<file path="src/rtl/wsfd_pkg.sv">
package wsfd_pkg;

   // Parser phase, one-hot
   typedef enum logic [5:0] {
      PH_HDR0  = 6'b000001,
      PH_HDR1  = 6'b000010,
      PH_EXT16 = 6'b000100,
      PH_EXT64 = 6'b001000,
      PH_KEY   = 6'b010000,
      PH_PAY   = 6'b100000
   } phase_type;

   localparam logic [6:0] LEN_EXT16     = 7'd126;
   localparam logic [6:0] LEN_EXT64     = 7'd127;
   localparam logic [2:0] EXT16_LAST    = 3'd1;
   localparam logic [2:0] EXT64_LAST    = 3'd7;
   localparam logic [2:0] KEY_LAST      = 3'd3;
   localparam int         FIN_BIT       = 7;
   localparam int         MASK_BIT      = 7;

   // One output transfer
   typedef struct packed {
      logic [7:0] payload_byte;
      logic       frame_fin;
      logic [3:0] frame_opcode;
      logic       last_of_frame;
   } result_type;

endpackage

</file>
<file path="src/rtl/wsfd_parser.sv">
module wsfd_parser (
   input  logic                clock,
   input  logic                reset,
   input  logic                step,
   input  logic [7:0]          data_byte,
   output logic                is_payload,
   output wsfd_pkg::result_type result
);

   wsfd_pkg::phase_type phase_ff, phase_in;
   logic        fin_ff, fin_in;
   logic [3:0]  opcode_ff, opcode_in;
   logic        masked_ff, masked_in;
   logic [63:0] remain_ff, remain_in;
   logic [2:0]  count_ff, count_in;
   logic [31:0] key_ff, key_in;
   logic [1:0]  key_idx_ff, key_idx_in;

   logic [63:0] remain_shift;
   logic [6:0]  len7;
   logic        len_done;
   logic [7:0]  key_byte;

   assign len7         = data_byte[6:0];
   assign remain_shift = {remain_ff[55:0], data_byte};
   assign is_payload   = (phase_ff == wsfd_pkg::PH_PAY);

   // Phase after the length is known
   function automatic wsfd_pkg::phase_type after_length(input logic masked,
                                                        input logic zero_len);
      if (masked) begin
         return wsfd_pkg::PH_KEY;
      end else if (!zero_len) begin
         return wsfd_pkg::PH_PAY;
      end
      return wsfd_pkg::PH_HDR0;
   endfunction

   always_comb begin
      phase_in   = phase_ff;
      fin_in     = fin_ff;
      opcode_in  = opcode_ff;
      masked_in  = masked_ff;
      remain_in  = remain_ff;
      count_in   = count_ff;
      key_in     = key_ff;
      key_idx_in = key_idx_ff;
      len_done   = 1'b0;
      unique case (phase_ff) inside
         wsfd_pkg::PH_HDR1: begin
            masked_in = data_byte[wsfd_pkg::MASK_BIT];
            count_in  = 3'd0;
            if (len7 == wsfd_pkg::LEN_EXT16) begin
               remain_in = 64'd0;
               phase_in  = wsfd_pkg::PH_EXT16;
            end else if (len7 == wsfd_pkg::LEN_EXT64) begin
               remain_in = 64'd0;
               phase_in  = wsfd_pkg::PH_EXT64;
            end else begin
               remain_in  = {57'd0, len7};
               key_idx_in = 2'd0;
               if (data_byte[wsfd_pkg::MASK_BIT]) begin
                  key_in = 32'd0;
               end
               phase_in = after_length(data_byte[wsfd_pkg::MASK_BIT], len7 == 7'd0);
            end
         end
         wsfd_pkg::PH_EXT16, wsfd_pkg::PH_EXT64: begin
            remain_in = remain_shift;
            len_done  = (phase_ff == wsfd_pkg::PH_EXT16 && count_ff >= wsfd_pkg::EXT16_LAST)
                     || (phase_ff == wsfd_pkg::PH_EXT64 && count_ff >= wsfd_pkg::EXT64_LAST);
            if (len_done) begin
               count_in   = 3'd0;
               key_idx_in = 2'd0;
               if (masked_ff) begin
                  key_in = 32'd0;
               end
               phase_in = after_length(masked_ff, remain_shift == 64'd0);
            end else begin
               count_in = count_ff + 3'd1;
            end
         end
         wsfd_pkg::PH_KEY: begin
            key_in = {key_ff[23:0], data_byte};
            if (count_ff >= wsfd_pkg::KEY_LAST) begin
               count_in = 3'd0;
               phase_in = (remain_ff != 64'd0) ? wsfd_pkg::PH_PAY : wsfd_pkg::PH_HDR0;
            end else begin
               count_in = count_ff + 3'd1;
            end
         end
         wsfd_pkg::PH_PAY: begin
            key_idx_in = key_idx_ff + 2'd1;
            remain_in  = remain_ff - 64'd1;
            if (remain_ff == 64'd1) begin
               phase_in = wsfd_pkg::PH_HDR0;
            end
         end
         default: begin
            fin_in    = data_byte[wsfd_pkg::FIN_BIT];
            opcode_in = data_byte[3:0];
            count_in  = 3'd0;
            phase_in  = wsfd_pkg::PH_HDR1;
         end
      endcase
   end

   // Key byte for this payload position, first key byte first
   always_comb begin
      case (key_idx_ff)
         2'd0:    key_byte = key_ff[31:24];
         2'd1:    key_byte = key_ff[23:16];
         2'd2:    key_byte = key_ff[15:8];
         default: key_byte = key_ff[7:0];
      endcase
      if (!masked_ff) begin
         key_byte = 8'd0;
      end
   end

   assign result.payload_byte  = data_byte ^ key_byte;
   assign result.frame_fin     = fin_ff;
   assign result.frame_opcode  = opcode_ff;
   assign result.last_of_frame = (remain_ff == 64'd1);

   always_ff @(posedge clock) begin
      if (reset) begin
         phase_ff   <= wsfd_pkg::PH_HDR0;
         fin_ff     <= 1'b0;
         opcode_ff  <= 4'd0;
         masked_ff  <= 1'b0;
         remain_ff  <= 64'd0;
         count_ff   <= 3'd0;
         key_ff     <= 32'd0;
         key_idx_ff <= 2'd0;
      end else if (step) begin
         phase_ff   <= phase_in;
         fin_ff     <= fin_in;
         opcode_ff  <= opcode_in;
         masked_ff  <= masked_in;
         remain_ff  <= remain_in;
         count_ff   <= count_in;
         key_ff     <= key_in;
         key_idx_ff <= key_idx_in;
      end
   end

   // Payload phase always has bytes left
   a_pay_nonzero: assert property (@(posedge clock) disable iff (reset)
      phase_ff == wsfd_pkg::PH_PAY |-> remain_ff != 64'd0)
      else $error("payload phase with zero remaining length");

   // Key phase never counts past four bytes
   a_key_count: assert property (@(posedge clock) disable iff (reset)
      phase_ff == wsfd_pkg::PH_KEY |-> count_ff <= wsfd_pkg::KEY_LAST)
      else $error("key byte count out of range");

   // Last payload byte returns to header parsing
   a_last_hdr0: assert property (@(posedge clock) disable iff (reset)
      step && is_payload && result.last_of_frame |=> phase_ff == wsfd_pkg::PH_HDR0)
      else $error("frame end did not return to header0");

endmodule

</file>
<file path="src/rtl/websocket_frame_deframer_top.sv">
// WebSocket frame deframer, receive side. Raw stream bytes enter on the req_
// channel one per transfer; each payload byte leaves on the rsp_ channel
// unmasked, tagged with its frame's fin bit and opcode, with last_of_frame set
// on the final byte of a frame. Header, extended-length and key bytes, and
// zero-length frames, produce no rsp_ transfer. Frames are parsed back to back
// by their length. Throughput is one byte per clock: an input register feeds a
// single parse step (phase update, 64-bit length count-down, key byte XOR)
// that loads the result register, so a payload byte passes the input register
// and then the result register before rsp_valid rises. Only a stalled result
// register holding a payload byte blocks the next payload byte; header bytes
// pass regardless.
module websocket_frame_deframer_top (
   input  logic       clock,
   input  logic       reset,
   input  logic       req_valid,
   output logic       req_ready,
   input  logic [7:0] req_data_byte,
   output logic       rsp_valid,
   input  logic       rsp_ready,
   output logic [7:0] rsp_payload_byte,
   output logic       rsp_frame_fin,
   output logic [3:0] rsp_frame_opcode,
   output logic       rsp_last_of_frame
);

   // Input register
   logic       in_valid_ff, in_valid_in;
   logic [7:0] in_byte_ff;

   // Result register
   logic                 rsp_valid_ff, rsp_valid_in;
   wsfd_pkg::result_type rsp_data_ff;

   logic                 is_payload;
   logic                 emit;
   logic                 advance;
   wsfd_pkg::result_type result;

   wsfd_parser u_parser (
      .clock      (clock),
      .reset      (reset),
      .step       (advance),
      .data_byte  (in_byte_ff),
      .is_payload (is_payload),
      .result     (result)
   );

   // A held byte moves on unless it needs the result slot and the slot is stuck
   assign emit      = in_valid_ff && is_payload;
   assign advance   = in_valid_ff && (!is_payload || !rsp_valid_ff || rsp_ready);
   assign req_ready = !in_valid_ff || advance;

   always_comb begin
      in_valid_in = in_valid_ff;
      if (req_valid && req_ready) begin
         in_valid_in = 1'b1;
      end else if (advance) begin
         in_valid_in = 1'b0;
      end
   end

   always_comb begin
      rsp_valid_in = rsp_valid_ff;
      if (emit && advance) begin
         rsp_valid_in = 1'b1;
      end else if (rsp_ready) begin
         rsp_valid_in = 1'b0;
      end
   end

   always_ff @(posedge clock) begin
      if (reset) begin
         in_valid_ff  <= 1'b0;
         rsp_valid_ff <= 1'b0;
      end else begin
         in_valid_ff  <= in_valid_in;
         rsp_valid_ff <= rsp_valid_in;
      end
   end

   always_ff @(posedge clock) begin
      if (req_valid && req_ready) begin
         in_byte_ff <= req_data_byte;
      end
      if (emit && advance) begin
         rsp_data_ff <= result;
      end
   end

   assign rsp_valid         = rsp_valid_ff;
   assign rsp_payload_byte  = rsp_data_ff.payload_byte;
   assign rsp_frame_fin     = rsp_data_ff.frame_fin;
   assign rsp_frame_opcode  = rsp_data_ff.frame_opcode;
   assign rsp_last_of_frame = rsp_data_ff.last_of_frame;

   // A new result never lands on one that is still waiting
   a_no_overwrite: assert property (@(posedge clock) disable iff (reset)
      emit && advance |-> !rsp_valid_ff || rsp_ready)
      else $error("result register overwritten");

   // A stalled input byte stays put for the parser
   a_in_hold: assert property (@(posedge clock) disable iff (reset)
      in_valid_ff && !advance |=> in_valid_ff && $stable(in_byte_ff))
      else $error("held input byte lost");

   // Only payload bytes raise a result
   a_emit_only_pay: assert property (@(posedge clock) disable iff (reset)
      !rsp_valid_ff && !(in_valid_ff && is_payload) |=> !rsp_valid_ff)
      else $error("result without payload byte");

endmodule
</file>
<file path="config.mk">
export PLATFORM = sky130hd
export DESIGN_NAME = websocket_frame_deframer_top
export DESIGN_NICKNAME = d
export VERILOG_FILES = /design/src/rtl/wsfd_pkg.sv /design/src/rtl/wsfd_parser.sv /design/src/rtl/websocket_frame_deframer_top.sv
export SDC_FILE = /design/constraint.sdc
export NUM_CORES = 1
export LEC_CHECK = 0
export BUFFER_PORTS_ARGS = -buffer_cell sky130_fd_sc_hd__buf_2
export CAP_MARGIN = 20
export CELL_PAD_IN_SITES_DETAIL_PLACEMENT = 1
export CELL_PAD_IN_SITES_GLOBAL_PLACEMENT = 2
export CORE_ASPECT_RATIO = 1.1
export CORE_UTILIZATION = 39
export CTS_BUF_LIST = sky130_fd_sc_hd__clkbuf_2 sky130_fd_sc_hd__clkbuf_4 sky130_fd_sc_hd__clkbuf_8
export DETAILED_ROUTE_END_ITERATION = 8
export PLACE_DENSITY = 0.79
export SETUP_SLACK_MARGIN = 0.05
export SLEW_MARGIN = 5
export SYNTH_ARGS = -nofsm -noshare
export SYNTH_HDL_FRONTEND = slang
export SYNTH_SLANG_ARGS = --single-unit
</file>
<file path="constraint.sdc">
create_clock -name clock -period 3.15 [get_ports clock]
set_clock_uncertainty 0.15 [all_clocks]
set_input_delay 0.63 -clock clock [delete_from_list [all_inputs] [get_ports clock]]
set_output_delay 0.63 -clock clock [all_outputs]
set_load 0.005 [all_outputs]
</file>
==> impl_metrics.env <==
export IMPL_final_nets=938
export IMPL_route_detailed_drc=0
export IMPL_timing_final_ws_setup_ns=0.1633
export IMPL_core_area_mm2=0.01835
export IMPL_finalSetupViolations=0
export IMPL_fmax_mhz=334.8
export IMPL_layout_worst_path_cycle_share=0.9482
export IMPL_die_height_um=145.3
export IMPL_antenna_found_initial=0
export IMPL_synthToLayoutAreaGrowth_pct=13.18
export IMPL_drt_pass1_iter_count=5
export IMPL_worstPathRequired_ns=2.37
export IMPL_cts_buffers=17
export IMPL_synth_top_cells_by_area="sky130_fd_sc_hd__dfxtp_1 (32%), sky130_fd_sc_hd__edfxtp_1 (9.1%), sky130_fd_sc_hd__nand2_1 (6.0%)"
export IMPL_final_layout_size_suffix_gt1_frac=0.1356
export IMPL_ys_async_sr_fraction=0
export IMPL_finalWorstPathRequiredPeriod_ns=2.987
export IMPL_place_hpwl_mm=17.99
export IMPL_synth_edf_count=22
export IMPL_stdcell_count=1172
export IMPL_total_power_mw=3.448
export IMPL_cts_sinks=137
export IMPL_non_filler_cell_area_final_mm2=0.008243
export IMPL_yosys_warnings=0
export IMPL_cts_root_buf="sky130_fd_sc_hd__clkbuf_8"
export IMPL_clock_path_buffers=2
export IMPL_tightestPinTransition_ns=0.6912
export IMPL_synth_sequential_area_ratio=0.4068
export IMPL_synth_avg_cell_area_um2=8.193
export IMPL_setup_worst_path_start_class="flip-flop"
export IMPL_place_congestion=0.8889
export IMPL_worst_path_max_fanout=7
export IMPL_grt_use_total=0.2769
export IMPL_ir_drop_mv=0.2714
export IMPL_die_area_mm2=0.01923
export IMPL_post_cts_hold_fix_bufs=0
export IMPL_detailroute_via_count=7331
export IMPL_r2r_setup_slack_ns=0.21
export IMPL_ioPinCount=28
export IMPL_place_inst=1138
export IMPL_critical_path_arrival_ns=2.21
export IMPL_post_drt_via_cell_ratio=6.255
export IMPL_end_kind="primary output"
export IMPL_clock_latency_of_the_later_clocked_register_in_the_worst_skew_pair_ns=0.46
export IMPL_yosys_register_bits=137
export IMPL_unrepaired_setup_endpoints_after_global_routing="no"
export IMPL_hold_class="input port to flip-flop"
export IMPL_wl_per_cell_um=22.23
export IMPL_cellPowerDensity_mw_per_mm2=418.3
export IMPL_first_iter_violations=571
export IMPL_report_final_hold_viol_count=0
export IMPL_post_synth_instance_area_mm2=0.007283
export IMPL_port_buffers=27
export IMPL_yosys_area_top_type_share=0.3161
export IMPL_effective_utilization_at_floorplan=0.3970
export IMPL_die_w_um=132.3
export IMPL_finalWirelength_mm=26.06
export IMPL_tritoncts="yes"
export IMPL_layout_area_seq_mm2=0.002963
export IMPL_gate_count_post_synth=889
export IMPL_maxCapViolations=0
export IMPL_preCtsSetupSlack_ns=0.2047
export IMPL_grt_pass1_wl_mm=41.78
export IMPL_gr_total_overflow=0
export IMPL_placement_rows=52
export IMPL_setup_fix_bufs_post_cts=0
export IMPL_fill_cells=2212
export IMPL_multi_input_comb_area_mm2=0.004009
export IMPL_grt_start_max_net_pins=58
export IMPL_timing_setup_tns_ns=0
export IMPL_synth_ff_type="sky130_fd_sc_hd__dfxtp_1"
export IMPL_leakagePower_nw=2.854
export IMPL_synth_cell_type_count=65
export IMPL_yosys_area_top_type="sky130_fd_sc_hd__dfxtp_1"
export IMPL_worst_setup_hold_path_clk_slew_ns=0.09
export IMPL_placed_cell_area_mm2=0.007843
export IMPL_number_of_pins_with_negative_max_slew_slack_in_the_final_report=0
export IMPL_outcome="finished, final reports clean"
export IMPL_setup_worst_path_class="flip-flop to primary output"
export IMPL_synth_fp_nets=911
export IMPL_vias_in_the_first_global_route=7614
export IMPL_antenna_cells=0
export IMPL_max_slew_margin=0.5392
export IMPL_cts_htree_levels=4
export IMPL_postRouteAntennaNets=0
[worst max-delay path, cell delays in order (launching register included)]
cell,delay [ns]
sky130_fd_sc_hd__dfxtp_1,0.40
sky130_fd_sc_hd__or4_4,0.64
sky130_fd_sc_hd__nor2_2,0.16
sky130_fd_sc_hd__nand2_1,0.09
sky130_fd_sc_hd__or2_2,0.32
sky130_fd_sc_hd__buf_2,0.14
[flip-flops by register name, summed over array words and instances (netlist names)]
name                 flops
rsp_last_of_frame        1
u_parser.fin_ff          1
rsp_frame_opcode         4
in_byte_ff               8
in_valid_ff              1
rsp_valid                1
rsp_frame_fin            1
u_parser.count_ff        3
u_parser.key_ff         32
rsp_payload_byte         8
u_parser.masked_ff       1
u_parser.opcode_ff       4
u_parser.remain_ff      64
u_parser.phase_ff        6
u_parser.key_idx_ff      2
[area by class of cell]
cell class,count,share of cell area
inverter,14,0.006375
sequential,137,0.3594
multi-input combinational,671,0.4863
tap,243,0.03689
clock inverter,15,0.01791
timing repair buffer,75,0.06466
clock buffer,17,0.02838
[cells in the final DEF (no fill, tap or decap), drive strengths merged, types with 11 or more instances in the layout]
cell type	instances
nand4	11
nor4	22
nor3	40
edfxtp	22
buf	74
dfxtp	115
a22oi	18
a21oi	68
a32o	27
o21ai	57
and3	11
inv	24
nand3	57
clkbuf	18
nor2	75
nand2	117
[path summary, 6_finish.rpt]
path / startpoint / endpoint / cells past startpoint
max: u_parser.phase_ff[0] / req_ready / 5
min: req_data_byte[3] / in_byte_ff[3] / 1
max reg2reg: u_parser.remain_ff[4] / u_parser.remain_ff[27] / 6
min reg2reg: u_parser.fin_ff / rsp_frame_fin / 0
[cell usage after synthesis, drive strengths merged (9+ instances only)]
library cell	number
a21oi	68
a22o	9
a22oi	18
a32o	27
a32oi	10
and3	11
buf	27
clkbuf	40
dfxtp	115
edfxtp	22
ha	10
inv	14
mux2i	9
nand2	117
nand3	57
nand4	11
nor2	75
nor3	40
nor4	22
o21ai	57
or3	10
xnor2	9
[layer usage]
layer  vias to the layer above  track usage  part of all wire
li1                       3421            -                 -
met1                      3656       0.3348              0.42
met4                         0       0.1241             0.032
met2                       196       0.4899              0.51
met5                         -            0                 0
met3                        58      0.03494             0.042
[metrics by stage]
| step | hold WS (ns) | util |
|---|---|---|
| finish | 0.1898 | 0.4493 |
| global route | 0.1682 | 0.4493 |
| CTS | 0.1718 | 0.4484 |
| detailed placement | 0.2732 | 0.4274 |
| global placement | 0.2653 | 0.4274 |
| floorplan | 0.2576 | - |
[where the power goes]
part           switching [mW]  internal (mW)  total [mW]
registers              0.0327           1.79        1.82
logic                   0.116         0.0618       0.178
clock network           0.856          0.589        1.45
[cell families after synthesis]
logic type | Yosys count | share of synthesized area
and+or+nand+nor | 378 | 0.2541
AOI/OAI and AO/OA | 264 | 0.2522
DFF | 137 | 0.4068
buffers and inverters | 81 | 0.04535
xor gates and xnor gates | 10 | 0.01203
adders and majority gates | 10 | 0.01718
muxes | 9 | 0.01237
[what timing repair did]
item,4_1_cts,5_1_grt
hold endpoints to repair,0,0
resized for setup,1,0
endpoints found under the setup margin,1,0
No activity file was read; power rests on OpenSTA's default activity.
